### config.mk
export PLATFORM = sky130hd
export DESIGN_NAME = mcdf_ram
export DESIGN_NICKNAME = d
export VERILOG_FILES = /design/src/hw/rtl/mcdf_ram.sv
export SDC_FILE = /design/constraint.sdc
export NUM_CORES = 1
export LEC_CHECK = 0
export BUFFER_PORTS_ARGS = -buffer_cell sky130_fd_sc_hd__clkbuf_2
export CORE_MARGIN = 2
export CORE_UTILIZATION = 45
export DETAILED_ROUTE_END_ITERATION = 8
export HOLD_SLACK_MARGIN = 0.1
export SYNTH_ARGS = -nofsm -noshare
export SYNTH_HDL_FRONTEND = slang
export SYNTH_SLANG_ARGS = --single-unit
### constraint.sdc
create_clock -name clock -period 2.7 [get_ports clock]
set_clock_uncertainty 0.2 [all_clocks]
set_input_delay 0.405 -clock clock [delete_from_list [all_inputs] [get_ports clock]]
set_output_delay 0.405 -clock clock [all_outputs]
set_load 0.03 [all_outputs]
### src/hw/rtl/mcdf_ram.sv
module mcdf_ram #(
   parameter int WIDTH = 8,
   parameter int DEPTH = 16
) (
   input  logic                     clock,
   input  logic                     wr_en,
   input  logic [$clog2(DEPTH)-1:0] wr_addr,
   input  logic [WIDTH-1:0]         wr_data,
   input  logic [$clog2(DEPTH)-1:0] rd_addr,
   output logic [WIDTH-1:0]         rd_data
);
   logic [WIDTH-1:0] mem [DEPTH];

   always_ff @(posedge clock) begin
      if (wr_en) begin
         mem[wr_addr] <= wr_data;
      end
      rd_data <= mem[rd_addr];
   end
endmodule

==> flow_summary.yaml <==
run_status:
  status: "finished clean"
worst_setup_path:
  crit_arrival_ps: 1840
  critPathKind: "in -> reg"
  worstReg2RegStart: "mem[9][1]"
  worstPathRequired_ps: 2780
  reg2reg_slack_ps: 1120
  rr_endpoint: "rd_data[1]"
  cp-start-kind: "primary input"
  crit_path_end_kind: "register"
  critical_path_peak_fanout: 20
  rr_worst_depth: 3
die:
  rows: 39
  initial_utilization_pct: 45.67
  die_area_sq_um: 12310
  die_h_microns: 111.0
  die_x_microns: 111.0
  core-area_sq_um: 11270
  ios: 26
cts:
  clkSinkCount: 136
  clockBufferDepth: 2
  cts_hold_buf: 0
  cts.htree.levels: 4
  insertion_delay_ps: 400
  cts_tree: "yes"
  path_clk_slew_ps: 50
  cts_inserted_buffers: 17
  cts_root_buf: "clkbuf_16"
  post_cts_resized: 0
  cts_setup_buffers: 0
sta:
  tightestPinTransition_ps: 822.0
  final.period_utilization_pct: 65.21
  setup_viol_count_final: 0
  hold_viol_final: 0
  fmax_mhz: 568.0
  fin_crit_ps: 1761
  slew_viol_final: 0
  hold_ws_ps: 241.8
  finalSetupTns_ps: 0
  grt_setup_unrepaired: "false"
  relSlewSlack_pct: 45.00
route:
  via_per_inst: 5.546
  drt_iter0_markers: 141
  wl_microns: 10180
  dr.pass1.iters: 5
  post_drt_wl_per_cell_microns: 23.23
  vias: 2429
  drtAntennaViolNets: 0
  drc: 0
flow_run:
  drv_cap: 0
logic_synthesis:
  ys_seq_area_share_pct: 77.78
  synth_area_sq_um: 5147
  ys_warn_count: 0
  synthesis.nets: 247
  ys_seq_elements: 136
  syn_area_per_cell_sq_um: 22.48
  syn_inst: 229
  post_synth_num_cell_types: 19
grt:
  grt_max_degree: 33
  grt_remaining_overflow: 0
  grt_pass1_vias: 2566
  grtUsageTotal_pct: 17.62
  grt_first_pass_wirelength_microns: 15280
  antenna_found_initial: 0
layout:
  instances_no_fill: 438
  layout_commonest_cell: "edfxtp_1"
  antenna_cells: 0
  layout_common_cells: "edfxtp_1 (128), clkbuf_2 (25), mux4_2 (18)"
  syn_to_final_growth_pct: 20.03
  final_nets: 300
  post_route_cells_drive_above_1_share_pct: 31.53
min_path:
  whs_path_depth: 1
  holdPathEnd: "mem[2][0]"
  hold_class: "in -> reg"
  min-delay-start: "wr_data[0]"
placement:
  hpwl_microns: 6400
  dp_cells: 406
  place_congestion: 0.7000
  io_buffer_count: 25
power:
  power_uw: 5099
  p_per_area_nw_per_um2: 825.3
  max-vdd-ir-drop_mv: 0.4694
  p_leak_uw: 0.002122
-- power breakdown --
part / total [uW] / switching [uW] / internal (uW)
sequential: 2380 / 17.9 / 2360
clock: 2480 / 815 / 1660
combinational: 243 / 148 / 94.4
total: 5100 / 981 / 4120
-- worst max path at each step --
stage,startpoint,to,slack (ps),depth (start not counted)
after floorplan,wr_addr[2],mem[0][0],600,2
after global placement,rd_addr[1],rd_data[7],510,5
after detailed placement,rd_addr[1],rd_data[7],510,5
after CTS,rd_addr[1],rd_data[7],940,5
after global routing,rd_addr[1],rd_data[7],870,5
final,rd_addr[1],rd_data[7],940,5
-- stage by stage --
step	instance area (sq um)	util [%]	worst slack (ps)
2_1_floorplan	5147	-	602.1
3_3_place_gp	5533	49.08	514.1
3_5_place_dp	5533	49.08	512.7
4_1_cts	6178	54.81	937.9
5_1_grt	6178	54.81	873.6
6_report	6178	54.81	939.4
-- cells in the mapped netlist --
cell / n / share of area, %
a22oi_1: 16 / 2.3
and2_1: 1 / 0.12
and2b_1: 1 / 0.15
buf_2: 3 / 0.29
buf_4: 1 / 0.15
buf_6: 3 / 0.66
clkdlybuf4s25_2: 3 / 0.58
dfxtp_1: 8 / 3.1
edfxtp_1: 128 / 75
mux4_1: 14 / 7.1
mux4_2: 18 / 7.9
nand2_1: 9 / 0.66
nand2b_1: 2 / 0.24
nand3_1: 1 / 0.097
nand3b_1: 2 / 0.29
nor2_1: 13 / 0.95
nor2b_1: 1 / 0.12
nor3_1: 4 / 0.39
or3b_2: 1 / 0.17
-- logic make-up (layout without fill, tap and decap cells) --
family / count (synthesis) / count (layout) / synth area share (%)
buffers and inverters: 10 / 76 / 1.677
flip-flops: 136 / 136 / 77.78
multiplexers: 32 / 32 / 15.02
AO/OA/AOI/OAI: 16 / 16 / 2.334
AND/OR/NAND/NOR: 35 / 35 / 3.184
-- state kept, by name, summed over array words and instances, names as in the netlist --
signal	flops
mem	128
rd_data	8
-- area by class of cell --
class,count,area [sq um]
Clock buffer,20,446.7
Clock inverter,12,198.9
Fill cell,855,5094
Multi-Input combinational cell,83,1057
Sequential cell,136,4004
Tap cell,143,178.9
Timing Repair Buffer,44,292.8
-- metal layers --
layer | vias to the layer above | routed length [microns] | share of wire (%) | GRT usage, %
li1 | 1083 | - | - | -
met1 | 1256 | 4449 | 44 | 24.60
met2 | 85 | 4963 | 49 | 26.99
met3 | 5 | 687 | 6.8 | 4.593
met4 | 0 | 75 | 0.74 | 6.750
met5 | - | 0 | 0 | 0
-- worst max-delay path, cell delays in order --
cell and delay (ps):
clkbuf_2 470, buf_4 250, mux4_2 300, a22oi_1 320, nand2_1 80
No activity file was read; power rests on OpenSTA's default activity.
